`src/rtl/ffr_pkg.sv`:
```
// ----------------------------------------------------------------------------
// ffr_pkg
// Shared types, codes and constants of the frame fragment reassembler.
// ----------------------------------------------------------------------------
package ffr_pkg;

    localparam int unsigned HEADER_BYTES = 16;
    localparam int unsigned BUFFER_BYTES = 8192;
    localparam int unsigned QUEUE_DEPTH  = 4;

    localparam logic [15:0] FRAME_MAGIC   = 16'h4346;
    localparam logic [7:0]  FRAME_VERSION = 8'h01;
    localparam logic [7:0]  OP_RESET      = 8'hFE;

    localparam logic [13:0] MAX_PAYLOAD_RST   = 14'd8192;
    localparam logic [19:0] TIMEOUT_TICKS_RST = 20'd5000;

    // configuration register indexes
    localparam logic REG_MAX_PAYLOAD   = 1'b0;
    localparam logic REG_TIMEOUT_TICKS = 1'b1;

    localparam int unsigned S_TDATA_W = 144;
    localparam int unsigned M_TDATA_W = 80;
    localparam int unsigned CFG_W     = 20;

    typedef enum logic [2:0] {
        V_HELD    = 3'd0,
        V_DONE    = 3'd1,
        V_RESET   = 3'd2,
        V_ERROR   = 3'd3,
        V_TIMEOUT = 3'd4
    } verdict_t;

    typedef enum logic [1:0] {
        E_FRAME     = 2'd0,
        E_FRAGMENT  = 2'd1,
        E_TOO_LARGE = 2'd2,
        E_BUSY      = 2'd3
    } err_t;

    // outcome of the state-free header checks
    typedef enum logic [2:0] {
        CLS_TICK,
        CLS_SHORT,
        CLS_BAD_HDR,
        CLS_TOO_LARGE,
        CLS_BAD_SHAPE,
        CLS_OK
    } cls_t;

    typedef struct packed {
        cls_t        cls;
        logic [7:0]  op;
        logic [31:0] txn;
        logic [15:0] idx;
        logic [15:0] tot;
        logic [13:0] plen;
        logic [15:0] dlen;
        logic        dlen_gt_plen;
        logic        dlen_eq_plen;
        logic        reset_single;
    } item_t;

    // field order gives the tdata layout, verdict in the lowest bits
    typedef struct packed {
        logic        st;
        logic [12:0] off;
        logic [13:0] len;
        logic [7:0]  op;
        logic [31:0] txn;
        err_t        err;
        verdict_t    verdict;
    } res_t;

endpackage

```
`src/rtl/ffr_front.sv`:
```
// ----------------------------------------------------------------------------
// ffr_front
// Accepts input items and runs the checks that need no assembly state.
// ----------------------------------------------------------------------------
module ffr_front (
    input  logic                             s_tvalid,
    output logic                             s_tready,
    input  logic [ffr_pkg::S_TDATA_W-1:0]    s_tdata,
    input  logic                             s_tuser,
    input  logic [13:0]                      max_payload,
    input  logic                             q_full,
    output logic                             q_push,
    output ffr_pkg::item_t                   q_item
);

    localparam logic [16:0] BUFFER_LIMIT = 17'(ffr_pkg::BUFFER_BYTES);
    localparam logic [15:0] HDR          = 16'(ffr_pkg::HEADER_BYTES);

    logic [15:0] flen;
    logic [15:0] magic;
    logic [7:0]  version;
    logic [7:0]  op;
    logic [31:0] txn;
    logic [15:0] idx;
    logic [15:0] tot;
    logic [31:0] plen;
    logic [16:0] limit;
    logic [15:0] dlen;

    assign flen    = s_tdata[15:0];
    assign magic   = s_tdata[31:16];
    assign version = s_tdata[39:32];
    assign op      = s_tdata[47:40];
    assign txn     = s_tdata[79:48];
    assign idx     = s_tdata[95:80];
    assign tot     = s_tdata[111:96];
    assign plen    = s_tdata[143:112];

    assign limit = ({3'b000, max_payload} < BUFFER_LIMIT) ? {3'b000, max_payload}
                                                            : BUFFER_LIMIT;
    assign dlen  = flen - HDR;

    assign s_tready = !q_full;
    assign q_push   = s_tvalid && !q_full;

    always_comb begin
        q_item              = '0;
        q_item.op           = op;
        q_item.txn          = txn;
        q_item.idx          = idx;
        q_item.tot          = tot;
        q_item.plen         = plen[13:0];
        q_item.dlen         = dlen;
        q_item.dlen_gt_plen = {16'h0000, dlen} > plen;
        q_item.dlen_eq_plen = {16'h0000, dlen} == plen;
        q_item.reset_single = (op == ffr_pkg::OP_RESET) && (tot == 16'd1) && (idx == 16'd0);
        if (s_tuser) begin
            q_item.cls = ffr_pkg::CLS_TICK;
        end else if (flen < HDR) begin
            q_item.cls = ffr_pkg::CLS_SHORT;
        end else if (magic != ffr_pkg::FRAME_MAGIC || version != ffr_pkg::FRAME_VERSION) begin
            q_item.cls = ffr_pkg::CLS_BAD_HDR;
        end else if (plen > {15'h0000, limit}) begin
            q_item.cls = ffr_pkg::CLS_TOO_LARGE;
        end else if (tot == 16'd0 || idx >= tot) begin
            q_item.cls = ffr_pkg::CLS_BAD_SHAPE;
        end else begin
            q_item.cls = ffr_pkg::CLS_OK;
        end
    end

endmodule

```
`src/rtl/ffr_queue.sv`:
```
// ----------------------------------------------------------------------------
// ffr_queue
// Short register queue between the classifying front and the assembly back.
// ----------------------------------------------------------------------------
module ffr_queue #(
    parameter int unsigned DEPTH = ffr_pkg::QUEUE_DEPTH
) (
    input  logic           aclk,
    input  logic           aresetn,
    input  logic           push,
    input  ffr_pkg::item_t push_item,
    output logic           full,
    input  logic           pop,
    output logic           valid,
    output ffr_pkg::item_t head
);

    localparam int unsigned PTR_W = $clog2(DEPTH);
    localparam int unsigned CNT_W = $clog2(DEPTH + 1);
    localparam logic [PTR_W-1:0] LAST = PTR_W'(DEPTH - 1);
    localparam logic [CNT_W-1:0] FULL_CNT = CNT_W'(DEPTH);

    ffr_pkg::item_t   mem_reg [DEPTH];
    logic [PTR_W-1:0] wr_ptr_reg, wr_ptr_next;
    logic [PTR_W-1:0] rd_ptr_reg, rd_ptr_next;
    logic [CNT_W-1:0] count_reg, count_next;
    logic             do_pop;

    assign full   = (count_reg == FULL_CNT);
    assign valid  = (count_reg != '0);
    assign head   = mem_reg[rd_ptr_reg];
    assign do_pop = pop && valid;

    always_comb begin
        wr_ptr_next = wr_ptr_reg;
        rd_ptr_next = rd_ptr_reg;
        count_next  = count_reg;
        if (push) begin
            wr_ptr_next = (wr_ptr_reg == LAST) ? '0 : wr_ptr_reg + 1'b1;
        end
        if (do_pop) begin
            rd_ptr_next = (rd_ptr_reg == LAST) ? '0 : rd_ptr_reg + 1'b1;
        end
        if (push && !do_pop) begin
            count_next = count_reg + 1'b1;
        end else if (!push && do_pop) begin
            count_next = count_reg - 1'b1;
        end
    end

    always_ff @(posedge aclk) begin
        if (!aresetn) begin
            wr_ptr_reg <= '0;
            rd_ptr_reg <= '0;
            count_reg  <= '0;
        end else begin
            wr_ptr_reg <= wr_ptr_next;
            rd_ptr_reg <= rd_ptr_next;
            count_reg  <= count_next;
        end
    end

    always_ff @(posedge aclk) begin
        if (push) begin
            mem_reg[wr_ptr_reg] <= push_item;
        end
    end

endmodule

```
`src/rtl/ffr_back.sv`:
```
// ----------------------------------------------------------------------------
// ffr_back
// Assembly state machine: applies classified items and registers the result.
// ----------------------------------------------------------------------------
module ffr_back (
    input  logic                          aclk,
    input  logic                          aresetn,
    input  logic [19:0]                   timeout_ticks,
    input  logic                          q_valid,
    input  ffr_pkg::item_t                q_head,
    output logic                          q_pop,
    output logic                          m_tvalid,
    input  logic                          m_tready,
    output logic [ffr_pkg::M_TDATA_W-1:0] m_tdata
);

    typedef enum logic {
        ST_IDLE,
        ST_ASSEMBLING
    } state_t;

    state_t       state_reg, state_next;
    logic [7:0]   held_op_reg, held_op_next;
    logic [31:0]  held_txn_reg, held_txn_next;
    logic [13:0]  held_plen_reg, held_plen_next;
    logic [15:0]  held_tot_reg, held_tot_next;
    logic [15:0]  seen_reg, seen_next;
    logic [13:0]  assembled_reg, assembled_next;
    logic [19:0]  ticks_reg, ticks_next;
    logic         m_valid_reg, m_valid_next;
    ffr_pkg::res_t res_reg, res_next;

    ffr_pkg::res_t res;
    logic         clear;
    logic [19:0]  start_ticks;
    logic [13:0]  room;
    logic [13:0]  sum;
    logic [15:0]  seen_inc;

    assign start_ticks = (timeout_ticks == 20'd0) ? 20'd1 : timeout_ticks;
    assign room        = held_plen_reg - assembled_reg;
    assign sum         = assembled_reg + q_head.dlen[13:0];
    assign seen_inc    = seen_reg + 16'd1;
    assign q_pop       = q_valid && (!m_valid_reg || m_tready);

    always_comb begin
        state_next     = state_reg;
        held_op_next   = held_op_reg;
        held_txn_next  = held_txn_reg;
        held_plen_next = held_plen_reg;
        held_tot_next  = held_tot_reg;
        seen_next      = seen_reg;
        assembled_next = assembled_reg;
        ticks_next     = ticks_reg;
        clear          = 1'b0;
        res            = '0;
        res.verdict    = ffr_pkg::V_HELD;
        res.err        = ffr_pkg::E_FRAME;

        if (q_pop) begin
            case (q_head.cls)
                ffr_pkg::CLS_TICK: begin
                    if (state_reg == ST_ASSEMBLING) begin
                        if (ticks_reg <= 20'd1) begin
                            clear       = 1'b1;
                            res.verdict = ffr_pkg::V_TIMEOUT;
                            res.txn     = held_txn_reg;
                        end else begin
                            ticks_next = ticks_reg - 20'd1;
                        end
                    end
                end
                ffr_pkg::CLS_SHORT: begin
                    res.verdict = ffr_pkg::V_ERROR;
                end
                ffr_pkg::CLS_BAD_HDR: begin
                    res.verdict = ffr_pkg::V_ERROR;
                    res.txn     = q_head.txn;
                end
                ffr_pkg::CLS_TOO_LARGE: begin
                    res.verdict = ffr_pkg::V_ERROR;
                    res.err     = ffr_pkg::E_TOO_LARGE;
                    res.txn     = q_head.txn;
                end
                ffr_pkg::CLS_BAD_SHAPE: begin
                    res.verdict = ffr_pkg::V_ERROR;
                    res.err     = ffr_pkg::E_FRAGMENT;
                    res.txn     = q_head.txn;
                end
                ffr_pkg::CLS_OK: begin
                    res.txn = q_head.txn;
                    if (state_reg == ST_IDLE) begin
                        if (q_head.idx != 16'd0 || q_head.dlen_gt_plen) begin
                            res.verdict = ffr_pkg::V_ERROR;
                            res.err     = ffr_pkg::E_FRAGMENT;
                        end else if (q_head.tot == 16'd1) begin
                            if (!q_head.dlen_eq_plen) begin
                                res.verdict = ffr_pkg::V_ERROR;
                                res.err     = ffr_pkg::E_FRAGMENT;
                            end else if (q_head.op == ffr_pkg::OP_RESET) begin
                                res.verdict = ffr_pkg::V_RESET;
                            end else begin
                                res.verdict = ffr_pkg::V_DONE;
                                res.op      = q_head.op;
                                res.len     = q_head.plen;
                                res.st      = 1'b1;
                            end
                        end else begin
                            // first fragment: open the assembly
                            state_next     = ST_ASSEMBLING;
                            held_op_next   = q_head.op;
                            held_txn_next  = q_head.txn;
                            held_plen_next = q_head.plen;
                            held_tot_next  = q_head.tot;
                            seen_next      = 16'd1;
                            assembled_next = q_head.dlen[13:0];
                            ticks_next     = start_ticks;
                            res.st         = 1'b1;
                        end
                    end else if (q_head.reset_single) begin
                        clear       = 1'b1;
                        res.verdict = ffr_pkg::V_RESET;
                    end else if (q_head.txn != held_txn_reg) begin
                        res.verdict = ffr_pkg::V_ERROR;
                        res.err     = ffr_pkg::E_BUSY;
                    end else if (q_head.plen != held_plen_reg || q_head.tot != held_tot_reg ||
                                 q_head.idx != seen_reg ||
                                 q_head.dlen > {2'b00, room}) begin
                        clear       = 1'b1;
                        res.verdict = ffr_pkg::V_ERROR;
                        res.err     = ffr_pkg::E_FRAGMENT;
                        res.txn     = held_txn_reg;
                    end else if (seen_inc == held_tot_reg) begin
                        // last fragment: close out
                        clear   = 1'b1;
                        res.txn = held_txn_reg;
                        if (sum == held_plen_reg) begin
                            res.verdict = ffr_pkg::V_DONE;
                            res.op      = held_op_reg;
                            res.len     = sum;
                            res.off     = assembled_reg[12:0];
                            res.st      = 1'b1;
                        end else begin
                            res.verdict = ffr_pkg::V_ERROR;
                            res.err     = ffr_pkg::E_FRAGMENT;
                        end
                    end else begin
                        seen_next      = seen_inc;
                        assembled_next = sum;
                        ticks_next     = start_ticks;
                        res.off        = assembled_reg[12:0];
                        res.st         = 1'b1;
                    end
                end
                default: begin
                    res.verdict = ffr_pkg::V_HELD;
                end
            endcase
        end

        if (clear) begin
            state_next     = ST_IDLE;
            held_op_next   = '0;
            held_txn_next  = '0;
            held_plen_next = '0;
            held_tot_next  = '0;
            seen_next      = '0;
            assembled_next = '0;
            ticks_next     = '0;
        end

        if (q_pop) begin
            m_valid_next = 1'b1;
            res_next     = res;
        end else begin
            m_valid_next = m_valid_reg && !m_tready;
            res_next     = res_reg;
        end
    end

    always_ff @(posedge aclk) begin
        if (!aresetn) begin
            state_reg     <= ST_IDLE;
            held_op_reg   <= '0;
            held_txn_reg  <= '0;
            held_plen_reg <= '0;
            held_tot_reg  <= '0;
            seen_reg      <= '0;
            assembled_reg <= '0;
            ticks_reg     <= '0;
            m_valid_reg   <= 1'b0;
            res_reg       <= '0;
        end else begin
            state_reg     <= state_next;
            held_op_reg   <= held_op_next;
            held_txn_reg  <= held_txn_next;
            held_plen_reg <= held_plen_next;
            held_tot_reg  <= held_tot_next;
            seen_reg      <= seen_next;
            assembled_reg <= assembled_next;
            ticks_reg     <= ticks_next;
            m_valid_reg   <= m_valid_next;
            res_reg       <= res_next;
        end
    end

    assign m_tvalid = m_valid_reg;
    assign m_tdata  = {{(ffr_pkg::M_TDATA_W - $bits(ffr_pkg::res_t)){1'b0}}, res_reg};

endmodule

```
`src/rtl/frame_fragment_reassembler.sv`:
```
// ----------------------------------------------------------------------------
// frame_fragment_reassembler
// Checks frame descriptors and reassembles fragmented transactions.
// ----------------------------------------------------------------------------
//  channel   direction  width        contents
//  s_        in         144 + 1      frame descriptor or time tick
//  m_        out        80           verdict, error, transaction, store offset
//  cfg_      in         1 + 20       max_payload, timeout_ticks
//
//  One item per cycle sustained while m_tready stays high; each item gives
//  one result item. An accepted item is written into the queue; the back
//  pops it and registers its result, which drives m_tvalid.
//  The front takes items while the queue has room; the back drains it
//  whenever the output register is empty or being taken.
//  aresetn clears the queue, the assembly state and the output register.
// ----------------------------------------------------------------------------
module frame_fragment_reassembler #(
    parameter int unsigned QUEUE_DEPTH = ffr_pkg::QUEUE_DEPTH
) (
    input  logic                          aclk,
    input  logic                          aresetn,
    input  logic                          s_tvalid,
    output logic                          s_tready,
    // frame_length, magic, version, op_code, txn_id,
    // frag_num, frag_count, payload_bytes
    input  logic [ffr_pkg::S_TDATA_W-1:0] s_tdata,
    // func
    input  logic                          s_tuser,
    output logic                          m_tvalid,
    input  logic                          m_tready,
    // verdict, error_code, reply_transaction, done_op, done_length,
    // store_offset, store_enable, zero fill
    output logic [ffr_pkg::M_TDATA_W-1:0] m_tdata,
    input  logic                          cfg_we,
    input  logic                          cfg_index,
    input  logic [ffr_pkg::CFG_W-1:0]     cfg_wdata
);

    logic [13:0]    max_payload_reg;
    logic [19:0]    timeout_ticks_reg;
    logic           q_full;
    logic           q_push;
    logic           q_pop;
    logic           q_valid;
    ffr_pkg::item_t q_item;
    ffr_pkg::item_t q_head;

    always_ff @(posedge aclk) begin
        if (!aresetn) begin
            max_payload_reg   <= ffr_pkg::MAX_PAYLOAD_RST;
            timeout_ticks_reg <= ffr_pkg::TIMEOUT_TICKS_RST;
        end else if (cfg_we) begin
            case (cfg_index)
                ffr_pkg::REG_MAX_PAYLOAD:   max_payload_reg   <= cfg_wdata[13:0];
                ffr_pkg::REG_TIMEOUT_TICKS: timeout_ticks_reg <= cfg_wdata[19:0];
                default: begin
                    max_payload_reg <= max_payload_reg;
                end
            endcase
        end
    end

    ffr_front u_front (
        .s_tvalid    (s_tvalid),
        .s_tready    (s_tready),
        .s_tdata     (s_tdata),
        .s_tuser     (s_tuser),
        .max_payload (max_payload_reg),
        .q_full      (q_full),
        .q_push      (q_push),
        .q_item      (q_item)
    );

    ffr_queue #(
        .DEPTH (QUEUE_DEPTH)
    ) u_queue (
        .aclk      (aclk),
        .aresetn   (aresetn),
        .push      (q_push),
        .push_item (q_item),
        .full      (q_full),
        .pop       (q_pop),
        .valid     (q_valid),
        .head      (q_head)
    );

    ffr_back u_back (
        .aclk          (aclk),
        .aresetn       (aresetn),
        .timeout_ticks (timeout_ticks_reg),
        .q_valid       (q_valid),
        .q_head        (q_head),
        .q_pop         (q_pop),
        .m_tvalid      (m_tvalid),
        .m_tready      (m_tready),
        .m_tdata       (m_tdata)
    );

endmodule

```
`config.mk`:
```
export PLATFORM = sky130hd
export DESIGN_NAME = frame_fragment_reassembler
export DESIGN_NICKNAME = d
export VERILOG_FILES = /design/src/rtl/ffr_pkg.sv /design/src/rtl/ffr_front.sv /design/src/rtl/ffr_queue.sv /design/src/rtl/ffr_back.sv /design/src/rtl/frame_fragment_reassembler.sv
export SDC_FILE = /design/constraint.sdc
export NUM_CORES = 1
export LEC_CHECK = 0
export BUFFER_PORTS_ARGS = -buffer_cell sky130_fd_sc_hd__buf_4
export CORE_MARGIN = 4
export CORE_UTILIZATION = 35
export CTS_CLUSTER_DIAMETER = 50
export DETAILED_ROUTE_END_ITERATION = 16
export SLEW_MARGIN = 20
export SYNTH_ARGS = -nofsm -noshare
export SYNTH_HDL_FRONTEND = slang
export SYNTH_SLANG_ARGS = --single-unit
export TNS_END_PERCENT = 5
```
`constraint.sdc`:
```
create_clock -name aclk -period 6.15 [get_ports aclk]
set_input_delay 0.615 -clock aclk [delete_from_list [all_inputs] [get_ports aclk]]
set_output_delay 0.615 -clock aclk [all_outputs]
set_load 0.01 [all_outputs]
```
* Word-level counts from Yosys, hierarchy flattened
Memory sizes are Yosys's and may differ from the RTL's. A register that Yosys moved wholly into a read port is not among the register bits. Index checks and enable logic that the tools add are counted.
Storage, ports and cells: input port bits 171, output and inout port bits 82, memories kept 1, word-level logic and storage cells 222, flip-flop bits (word level) 236, RAM bits 432
Operators by class: bitwise logic cells 5, $lt $le $gt $ge 7, multiplexer cells 107, equal/unequal tests 35, reduce and logical (&&, ||, !) cells 37, add/sub/neg operators 9
Memory list:
- u_queue.mem_reg | words 4, bits a word 108, read ports 1, clocked after memory_dff 1, write ports 1, RTL line ffr_queue.sv:23 | ffr_pkg::item_t mem_reg [DEPTH];
Operator list (count):
- $mux W59 | 7
- $mux W36 | 10
- $mux W37 | 6
- $mux W20 | 10
- $mux W14 | 9
- $mux W16 | 7
- $mux W22 | 5
- $mux W32 | 3
- $pmux W32 S3 | 1
- $mux W70 | 1
- $mux W68 | 1
- $pmux W20 S2 | 1
- $eq A16 B1 Y1 const B | 2
- $eq A16 B32 Y1 | 1
- $gt A16 B32 Y1 | 1
- $gt A32 B17 Y1 | 1
- $logic_not A16 Y1 | 2
- $ne A16 B16 Y1 | 2
- $ne A32 B32 Y1 | 1
- $mux W3 | 10
- $mux W1 | 22
- $le A20 B1 Y1 const B | 1
- $logic_not A20 Y1 | 1
- $mux W5 | 4
- 46 further kinds | 91

* Longest topological paths before layout
Gate-level depths: netlist (run 1).
depth in word-level cells 27, mapped depth 24, mapped depth without buffers 22

* Cells and area by module
Synthesis (run 1) repeated with hierarchy kept, for this count alone.
Second synthesis, totals: cell total of the unflattened synthesis 2604, area, all modules 31654.1 sq um
Modules (own cells, without submodules):
- ffr_queue | area an instance 16002.8 sq um, seq. area each 13152.6 sq um, cells each 610, times used 1
- ffr_back | area an instance 12022.8 sq um, seq. area each 3903.7 sq um, cells each 1526, times used 1
- ffr_front | area an instance 2309.7 sq um, seq. area each 0.0 sq um, cells each 326, times used 1
- frame_fragment_reassembler | area an instance 1318.8 sq um, seq. area each 680.7 sq um, cells each 142, times used 1

* Worst setup path before layout (run 1)
OpenSTA, ideal clock, no wires.
path kind register to register, start point register (tool-made name), end point register u_back.res_reg, in the netlist u_back.m_tdata[62], data required time 6.090 ns, period minus slack after synthesis 5.429 ns, stages on the path, launching flop included 21, arrival 5.369 ns, path buffers 8, setup time 0.060 ns, path slack 0.721 ns, cell sequence dfxtp_1 -> buf_6 -> buf_6 -> buf_6 -> buf_4 -> buf_2 -> buf_1 -> mux4_2 -> ha_1 -> fa_1 -> a21o_1 -> a311oi_1 -> nor2_1 -> a31oi_1 -> xor3_1 -> nand4_1 -> o21ai_0 -> and3_1 -> clkbuf_1 -> clkbuf_1 -> a22o_1
RTL lines:
- end signal: assignment | RTL line ffr_back.sv:203 | res_reg <= res_next;
- end: declaration | RTL line ffr_back.sv:31 | ffr_pkg::res_t res_reg, res_next;

* Worst setup path in the final report (run 1)
start point register u_back.held_plen_reg[0], end point register u_back.seen_reg[8]
Between the ends: cells in the longest elaborated chain, start to end 11, elaborated cells between the ends (all ways) 15, those cells by class add/sub: 1; order compare: 1; eq/ne: 2; mux: 6; reduce/logical: 5
RTL lines:
- start: declaration | RTL line ffr_back.sv:25 | logic [13:0] held_plen_reg, held_plen_next;
- start signal: assignment | RTL line ffr_back.sv:197 | held_plen_reg <= held_plen_next;
- parallel branches: the longest is 3 deep, another holds $gt A16 B14 Y1
- $logic_or A1 B1 Y1 (*) | RTL line ffr_back.sv:127 | q_head.idx != seen_reg ||
- $mux W1 | RTL line ffr_back.sv:126 | end else if (q_head.plen != held_plen_reg || q_head.tot != held_tot_reg ||
- $mux W1 | RTL line ffr_back.sv:123 | end else if (q_head.txn != held_txn_reg) begin
- $mux W1 | RTL line ffr_back.sv:120 | end else if (q_head.reset_single) begin
- $mux W1 | RTL line ffr_back.sv:92 | if (state_reg == ST_IDLE) begin
- $pmux W1 S2 | RTL line ffr_back.sv:61 | case (q_head.cls)
- $mux W1 | RTL line ffr_back.sv:60 | if (q_pop) begin
- $reduce_or A2 Y1 (no source line)
- end signal: assignment | RTL line ffr_back.sv:199 | seen_reg <= seen_next;
- end: declaration | RTL line ffr_back.sv:27 | logic [15:0] seen_reg, seen_next;
Every way passes the cells marked *. A chain may end at the register's enable or synchronous reset.

==> results of run 1 <==
## metal layers
layer	GRT usage	share of wire	vias to the layer above
li1	-	-	10300
met1	0.259	0.44	11000
met2	0.301	0.46	736
met3	0.0285	0.062	153
met4	0.0685	0.034	0
met5	0	0	-
## cell usage after synthesis, types with 9 or more instances
cell type	instances	share of area
and2_1	13	0.0026
nor2b_1	22	0.0044
buf_1	9	0.0011
o21ai_0	88	0.014
buf_2	29	0.0046
or4_1	14	0.0033
inv_1	116	0.014
mux2i_1	36	0.011
or3_1	14	0.0028
dfxtp_1	238	0.15
and3_1	16	0.0032
a31oi_1	32	0.0064
a211oi_1	12	0.0029
clkbuf_1	95	0.011
nor4_1	53	0.011
a21boi_0	35	0.0083
o31ai_1	15	0.0036
a21oi_1	160	0.025
edfxtp_1	432	0.41
a22o_1	33	0.0092
ha_1	96	0.038
nand4_1	46	0.0091
xor2_1	29	0.0081
nand2_1	316	0.038
o21a_1	12	0.0029
xnor2_1	107	0.030
o211ai_1	18	0.0043
nand3_1	46	0.0073
nand2b_1	9	0.0018
and4_1	9	0.0025
nor2_1	104	0.012
nor3_1	39	0.0062
nor3b_1	28	0.0067
or2_2	9	0.0018
buf_4	14	0.0033
mux2_2	11	0.0039
a21o_1	19	0.0045
mux4_2	100	0.072
a22oi_1	36	0.0086
## layout make-up
cell class,instances,area (sq um)
Sequential cell,670,17700
Antenna cell,1,2.50
Fill cell,8335,51300
Clock inverter,60,666
Tap cell,1165,1460
Timing Repair Buffer,279,2160
Clock buffer,104,2300
Inverter,118,443
Multi-Input combinational cell,1693,12700
## worst max-delay path: cells and delay by family, from the launching register on
kind | cells | cell delay, ns
AOI/OAI and AO/OA | 13 | 2.72
xor gates and xnor gates | 1 | 0.17
adders and majority gates | 3 | 0.98
buffers and inverters | 2 | 0.42
DFF | 1 | 0.42
and+or+nand+nor | 3 | 0.42
## kinds of logic (layout without fill, tap and decap cells)
group / after synthesis / in the layout
AO/OA/AOI/OAI: 535 / 535
XOR/XNOR: 139 / 139
adder cells (fa/ha/maj): 99 / 99
buffers and inverters: 271 / 561
flip-flops: 670 / 670
multiplexers: 147 / 147
other: 1 / 8
AND/OR/NAND/NOR: 766 / 766
## worst max-delay path by stage
stage                       startpoint             endpoint  slack, ns  cells past startpoint
2_1_floorplan                flip-flop   u_back.m_tdata[62]       0.72                     20
3_3_place_gp   u_back.held_plen_reg[0]  u_back.seen_reg[15]       1.00                     22
3_5_place_dp   u_back.held_plen_reg[0]   u_back.seen_reg[3]       0.98                     22
4_1_cts        u_back.held_plen_reg[0]   u_back.seen_reg[3]       0.95                     22
5_1_grt        u_back.held_plen_reg[0]  u_back.seen_reg[15]       0.42                     22
6_report       u_back.held_plen_reg[0]   u_back.seen_reg[8]       0.90                     22
## power by group
group | leakage [nW] | switching [mW] | internal (mW)
combinational | 5.84 | 2.32 | 1.53
sequential | 5.88 | 0.205 | 5.18
clock | 1.44 | 2.08 | 3.07
==> summary.txt, run 1 <==
Routing
  • Final wirelength: 91.3 mm
  • Antenna-violating nets left: 0
  • Wire per inst: 22.3 um
  • DR vias/cell: 5.42
  • 1st-pass router iterations: 5
  • Via count: 22,200
  • Drt drc: 0
  • Initial DRC count: 1,951

Worst hold path
  • Hold Path Depth: 1
  • HP Start: s_tdata[78]
  • Worst hold path class: in -> reg
  • Hold Path Sink: u_queue.mem_reg[0][95]

Logic synthesis
  • Combinational family with the most area after synthesis: simple AND/OR/NAND/NOR gates
  • Synth Register Bits: 670
  • Synth Area in XOR/XNOR: 0.0400
  • EDFF count, synth: 432
  • Sequential share of the synthesized area: 0.564
  • Total number of yosys warnings: 0
  • Mapped Cells: 2,628
  • Post-synthesis cell type count: 84
  • Synth Area in Compound Gates: 0.112
  • Post-synthesis simple-gate area fraction: 0.121
  • Area share of fa/ha/maj cells after synthesis: 0.0401
  • Proportion of synthesized area in mux cells: 0.0870
  • Syn Std Cell Area: 31,500 sq um
  • Fraction of registers with async set or reset after synthesis: 0
  • Main flop type after synthesis: edfxtp_1
  • Mean area per synthesized cell: 12.0 sq um

Clock tree
  • Worst-Skew Late Latency: 0.66 ns
  • Clock transition at path regs: 0.06 ns
  • CTS buffer count: 88
  • Clk root buf: clkbuf_16
  • Clk sinks: 670
  • CTS tree: built
  • Post-cts resize count: 0
  • CTS Buffer Depth: 3
  • Post-CTS Setup Inserts: 0
  • # H-tree levels: 3
  • Hold_buf cts: 0

STA
  • Tcrit/Tclk final: 0.853
  • Minimum clock period: 5.25 ns
  • Min Hold Slack: 0.166 ns
  • Setup TNS: 0 ns
  • Max Slew Vio Count: 0
  • Worst rel slew slack: 0.242
  • RSZ-0062 raised after global routing: no
  • Final hold vios: 0
  • Final WS setup: 0.903 ns
  • Fmax: 0.191 GHz
  • Least-Margin Pin Slew: 1.13 ns
  • Clock Skew: 0.0458 ns
  • Final Setup Violations: 0

Worst setup path
  • Top cell by count, worst path: a21oi_1
  • Setup crit end kind: flip-flop
  • Worst Setup Path Type: reg -> reg
  • CP arrival: 5.78 ns
  • Worst-case reg-to-reg path depth: 22
  • Crit path required time: 6.69 ns
  • Worst flop-to-flop path startpoint: u_back.held_plen_reg[0]
  • Critical Path Slowest Stage Cell: a21boi_4
  • Crit-path max cell delay: 0.55 ns
  • CP cell instances: inv_1 > ha_1 > fa_1 > nor2b_1 > o21ai_0 > a21oi_1 > o21ai_0 > a21oi_1 > o21ai_0 > a21oi_1 > o221ai_1 > xor2_1 > ha_1 > o21ai_0 > a21oi_1 > nor4b_1 > o311a_2 > and2_1 > a21boi_4 > buf_4 > a21oi_1 > a21o_1
  • CP Launch Type: flip-flop
  • Reg2Reg Setup Slack: 0.90 ns
  • Max Fanout on Critical Path: 19
  • R2R Path End: u_back.seen_reg[8]

Floorplan
  • Die Y: 308 um
  • IO Pins: 253
  • Core area: 88,800 sq um
  • Die Area: 94,800 sq um
  • Die width: 308 um
  • Row cnt: 109
  • Initial Util: 0.354

Final layout
  • Commonest non-fill, non-tap cell in the layout: edfxtp_1
  • Area grow syn2layout: 19.1%
  • Layout cells sized above 1: 0.197
  • Final Non-Filler Cells: 4,090
  • Max reg flops: 432
  • Fin nets: 3,120
  • End-of-flow core utilization: 0.422
  • Commonest cells after routing, fill and taps aside: 432 x edfxtp_1, 315 x nand2_1, 274 x buf_4
  • Cell area after layout: 37,500 sq um

Place
  • Placed cell count: 3,925
  • Detailed placement HPWL: 64.0 mm
  • IO buf count: 245
  • RD Place Congestion: 0.926
  • Cell Area, Placed: 34,500 sq um
  • Pre-CTS WS: 0.985 ns

Power
  • Max IR drop VDD: 0.000218 V
  • Leakage: 13.2 nW
  • PwrDens: 384 nW/um^2
  • Final Power: 14.4 mW

GRT
  • Congestion Overflow GR: 0
  • Vias in the first global route: 21,100
  • First-pass GRT wire length: 135 mm
  • Initial antenna violation count: 2
  • Pin count of the biggest net entering global routing: 74
  • GRT Util Overall: 0.188

Job
  • Max Cap Viol: 0

Outcome
  • Outcome: complete, no violations
No activity file was read; power rests on OpenSTA's default activity.
==> inputs of run 2 (changes only) <==
--- a/config.mk
+++ b/config.mk
@@ -5,7 +5,7 @@
 export SDC_FILE = /design/constraint.sdc
 export NUM_CORES = 1
 export LEC_CHECK = 0
-export BUFFER_PORTS_ARGS = -buffer_cell sky130_fd_sc_hd__buf_4
+export BUFFER_PORTS_ARGS = -buffer_cell sky130_fd_sc_hd__buf_2
 export CORE_MARGIN = 4
 export CORE_UTILIZATION = 35
 export CTS_CLUSTER_DIAMETER = 50
==> run 2 against run 1 <==
  * Register-to-register slack got worse by 0.24 ns
  * Worst setup slack got worse by 0.24 ns
  * Cell count unchanged
  * Total power decreased by 1.9%
  * Non-clock buffer count decreased by 1
  * Sequential power about the same
  * Largest cell class unchanged
==> summary.txt, run 2 (synthesis results as in run 1) <==
Outcome
  • Outcome: complete, no violations

Clock tree
  • Post-cts resize count: 0 (unchanged)
  • CTS Buffer Depth: 3 (unchanged)
  • # H-tree levels: 3 (unchanged)
  • Clk root buf: clkbuf_16
  • Worst-Skew Late Latency: 0.65 ns (about the same)
  • Hold_buf cts: 0 (unchanged)
  • CTS tree: built
  • CTS buffer count: 85 (-3.4%)
  • Post-CTS Setup Inserts: 0 (unchanged)
  • Clock transition at path regs: 0.06 ns (about the same)
  • Clk sinks: 670 (unchanged)

Routing
  • 1st-pass router iterations: 6 (+1)
  • DR vias/cell: 5.44 (+0.33%)
  • Initial DRC count: 1,885 (-3.4%)
  • Drt drc: 0 (unchanged)
  • Antenna-violating nets left: 0 (unchanged)
  • Via count: 22,200 (+0.33%)
  • Wire per inst: 22.2 um (-0.55%)
  • Final wirelength: 90.8 mm (-0.55%)

Floorplan
  • Core area: 88,800 sq um (unchanged)
  • Die width: 308 um (unchanged)
  • Die Y: 308 um (unchanged)
  • Initial Util: 0.354 (unchanged)
  • Row cnt: 109 (unchanged)
  • Die Area: 94,800 sq um (unchanged)
  • IO Pins: 253 (unchanged)

Worst setup path
  • Crit path required time: 6.68 ns (about the same)
  • Worst Path Buf+Inv: 2 (unchanged)
  • Worst Setup EP: u_back.ticks_reg[12]
  • CP Launch Type: flip-flop
  • CP cell instances: inv_1 > ha_1 > fa_1 > nor2b_1 > o21ai_0 > a21oi_1 > o21ai_0 > a21oi_1 > o21ai_0 > a21oi_1 > o221ai_1 > xor2_1 > ha_1 > o21ai_0 > a21oi_1 > nor4b_1 > o311a_2 > nand3b_4 > o311a_1 > buf_4 > a21oi_1 > o221a_2
  • Crit-path max cell delay: 0.91 ns (+0.36 ns)
  • Top cell by count, worst path: a21oi_1
  • Cell class contributing the biggest share of worst-path delay: compound AO/OA/AOI/OAI gates
  • Stages on the worst setup path: 22 (unchanged)
  • Worst Setup Path Type: reg -> reg
  • R2R Path End: u_back.ticks_reg[12]
  • Critical Path Slowest Stage Cell: o311a_1
  • Reg2Reg Setup Slack: 0.67 ns (-0.24 ns)
  • Setup crit start: u_back.held_plen_reg[0]
  • Worst-case reg-to-reg path depth: 22 (unchanged)
  • Setup crit end kind: flip-flop
  • Worst flop-to-flop path startpoint: u_back.held_plen_reg[0]
  • CP arrival: 6.01 ns (+0.23 ns)
  • Max Fanout on Critical Path: 29 (+10)

Final layout
  • Commonest cells after routing, fill and taps aside: 432 x edfxtp_1, 315 x nand2_1, 245 x buf_2
  • Max reg flops: 432 (unchanged)
  • Fill cell count: 8,358 (+0.28%)
  • Final Non-Filler Cells: 4,090 (unchanged)
  • FF/Latch Area: 17,700 sq um (unchanged)
  • Area of the multi-input gates: 12,700 sq um (about the same)
  • End-of-flow core utilization: 0.414 (-0.00816)
  • Fin nets: 3,116 (-0.13%)
  • Layout cells sized above 1: 0.196 (-0.00172)
  • Commonest non-fill, non-tap cell in the layout: edfxtp_1
  • Area grow syn2layout: 16.8%

Place
  • Detailed placement HPWL: 63.2 mm (-1.3%)
  • Placed cell count: 3,924 (-0.025%)
  • IO buf count: 245 (unchanged)
  • RD Place Congestion: 0.913 (-1.5%)

STA
  • Worst rel slew slack: 0.259 (+0.0163)
  • Final Setup Violations: 0 (unchanged)
  • Fmax: 0.182 GHz (-4.3%)
  • Clock Skew: 0.0369 ns (-0.00895 ns)
  • Tcrit/Tclk final: 0.892 (+0.0387)
  • Setup TNS: 0 ns (unchanged)
  • Final hold vios: 0 (unchanged)
  • Least-Margin Pin Slew: 1.11 ns (-0.0150 ns)
  • Minimum clock period: 5.48 ns (+0.238 ns)
  • RSZ-0062 raised after global routing: no
  • Max Slew Vio Count: 0 (unchanged)
  • Min Hold Slack: 0.181 ns (+0.0146 ns)

GRT
  • Initial antenna violation count: 8 (+6)
  • Congestion Overflow GR: 0 (unchanged)
  • First-pass GRT wire length: 134 mm (-0.59%)
  • GRT Util Overall: 0.187 (-0.000672)
  • Vias in the first global route: 21,100 (-0.37%)
  • Pin count of the biggest net entering global routing: 69 (-6.8%)

Power
  • Final Power: 14.1 mW (-1.9%)
  • Max IR drop VDD: 0.000298 V (+36%)
  • Combinational power share: 0.267 (about the same)
  • Seq pwr share: 0.381 (+0.007)
  • PwrDens: 384 nW/um^2 (about the same)
  • Switch share: 0.325 (+0.00469)
  • Clock power frac: 0.352 (-0.007)
  • Psw: 4.58 mW (-0.48%)
  • Leakage: 12.9 nW (-1.6%)
  • P_int: 9.53 mW (-2.6%)

Worst hold path
  • Worst hold path class: in -> reg

Job
  • Max Cap Viol: 0 (unchanged)
[run 2: worst min-delay path by stage]
stage | startpoint | endpoint | slack (ns) | cells after the start
floorplan | u_back.held_op_reg[1] | u_back.held_op_reg[1] | 0.44 | 2
global placement | u_back.held_op_reg[2] | u_back.held_op_reg[2] | 0.44 | 2
detailed placement | u_back.held_op_reg[1] | u_back.held_op_reg[1] | 0.45 | 2
CTS | s_tdata[70] | u_queue.mem_reg[2][87] | 0.15 | 1
global route | s_tdata[77] | u_queue.mem_reg[3][94] | 0.16 | 1
finish | s_tdata[77] | u_queue.mem_reg[3][94] | 0.18 | 1
[run 2: routing by layer]
metal / routed length (um) / track usage / vias to the layer above
met5: 0 / 0 / -
met4: 2720 / 0.0617 / 0
met3: 6020 / 0.0320 / 137
met2: 42600 / 0.298 / 736
met1: 39500 / 0.260 / 11000
li1: - / - / 10300
[run 2: cell type report]
cell class / instances / share of cell area
Antenna cell: 6 / 0.000409
Clock buffer: 101 / 0.0613
Clock inverter: 59 / 0.0167
Inverter: 118 / 0.0121
Multi-Input combinational cell: 1693 / 0.346
Sequential cell: 670 / 0.483
Tap cell: 1165 / 0.0397
Timing Repair Buffer: 278 / 0.0415
[run 2: worst reg2reg max path: cells and delay by family, from the launching register on]
kind / cells / cell delay [ns]
adder cells (fa/ha/maj): 3 / 0.97
buffers and inverters: 2 / 0.40
AO/OA/AOI/OAI: 13 / 3.07
flip-flops: 1 / 0.39
AND/OR/NAND/NOR: 3 / 0.38
XOR/XNOR: 1 / 0.17
[run 2: power by group through the flow]
stage               registers, mW  logic [mW]  clock network [mW]
floorplan                    5.43        2.55                   0
global placement             5.47        3.73                   0
detailed placement           5.47        3.75                   0
CTS                          5.38        3.77                5.05
global route                 5.41        4.05                5.26
finish                       5.38        3.77                4.97
[run 2: stage by stage]
| step | worst slack, ns | instance area, sq um |
|---|---|---|
| floorplan | 0.721 | 31500 |
| global placement | 0.780 | 33900 |
| detailed placement | 0.765 | 33900 |
| CTS | 0.740 | 36700 |
| global route | 0.280 | 36700 |
| finish | 0.665 | 36700 |
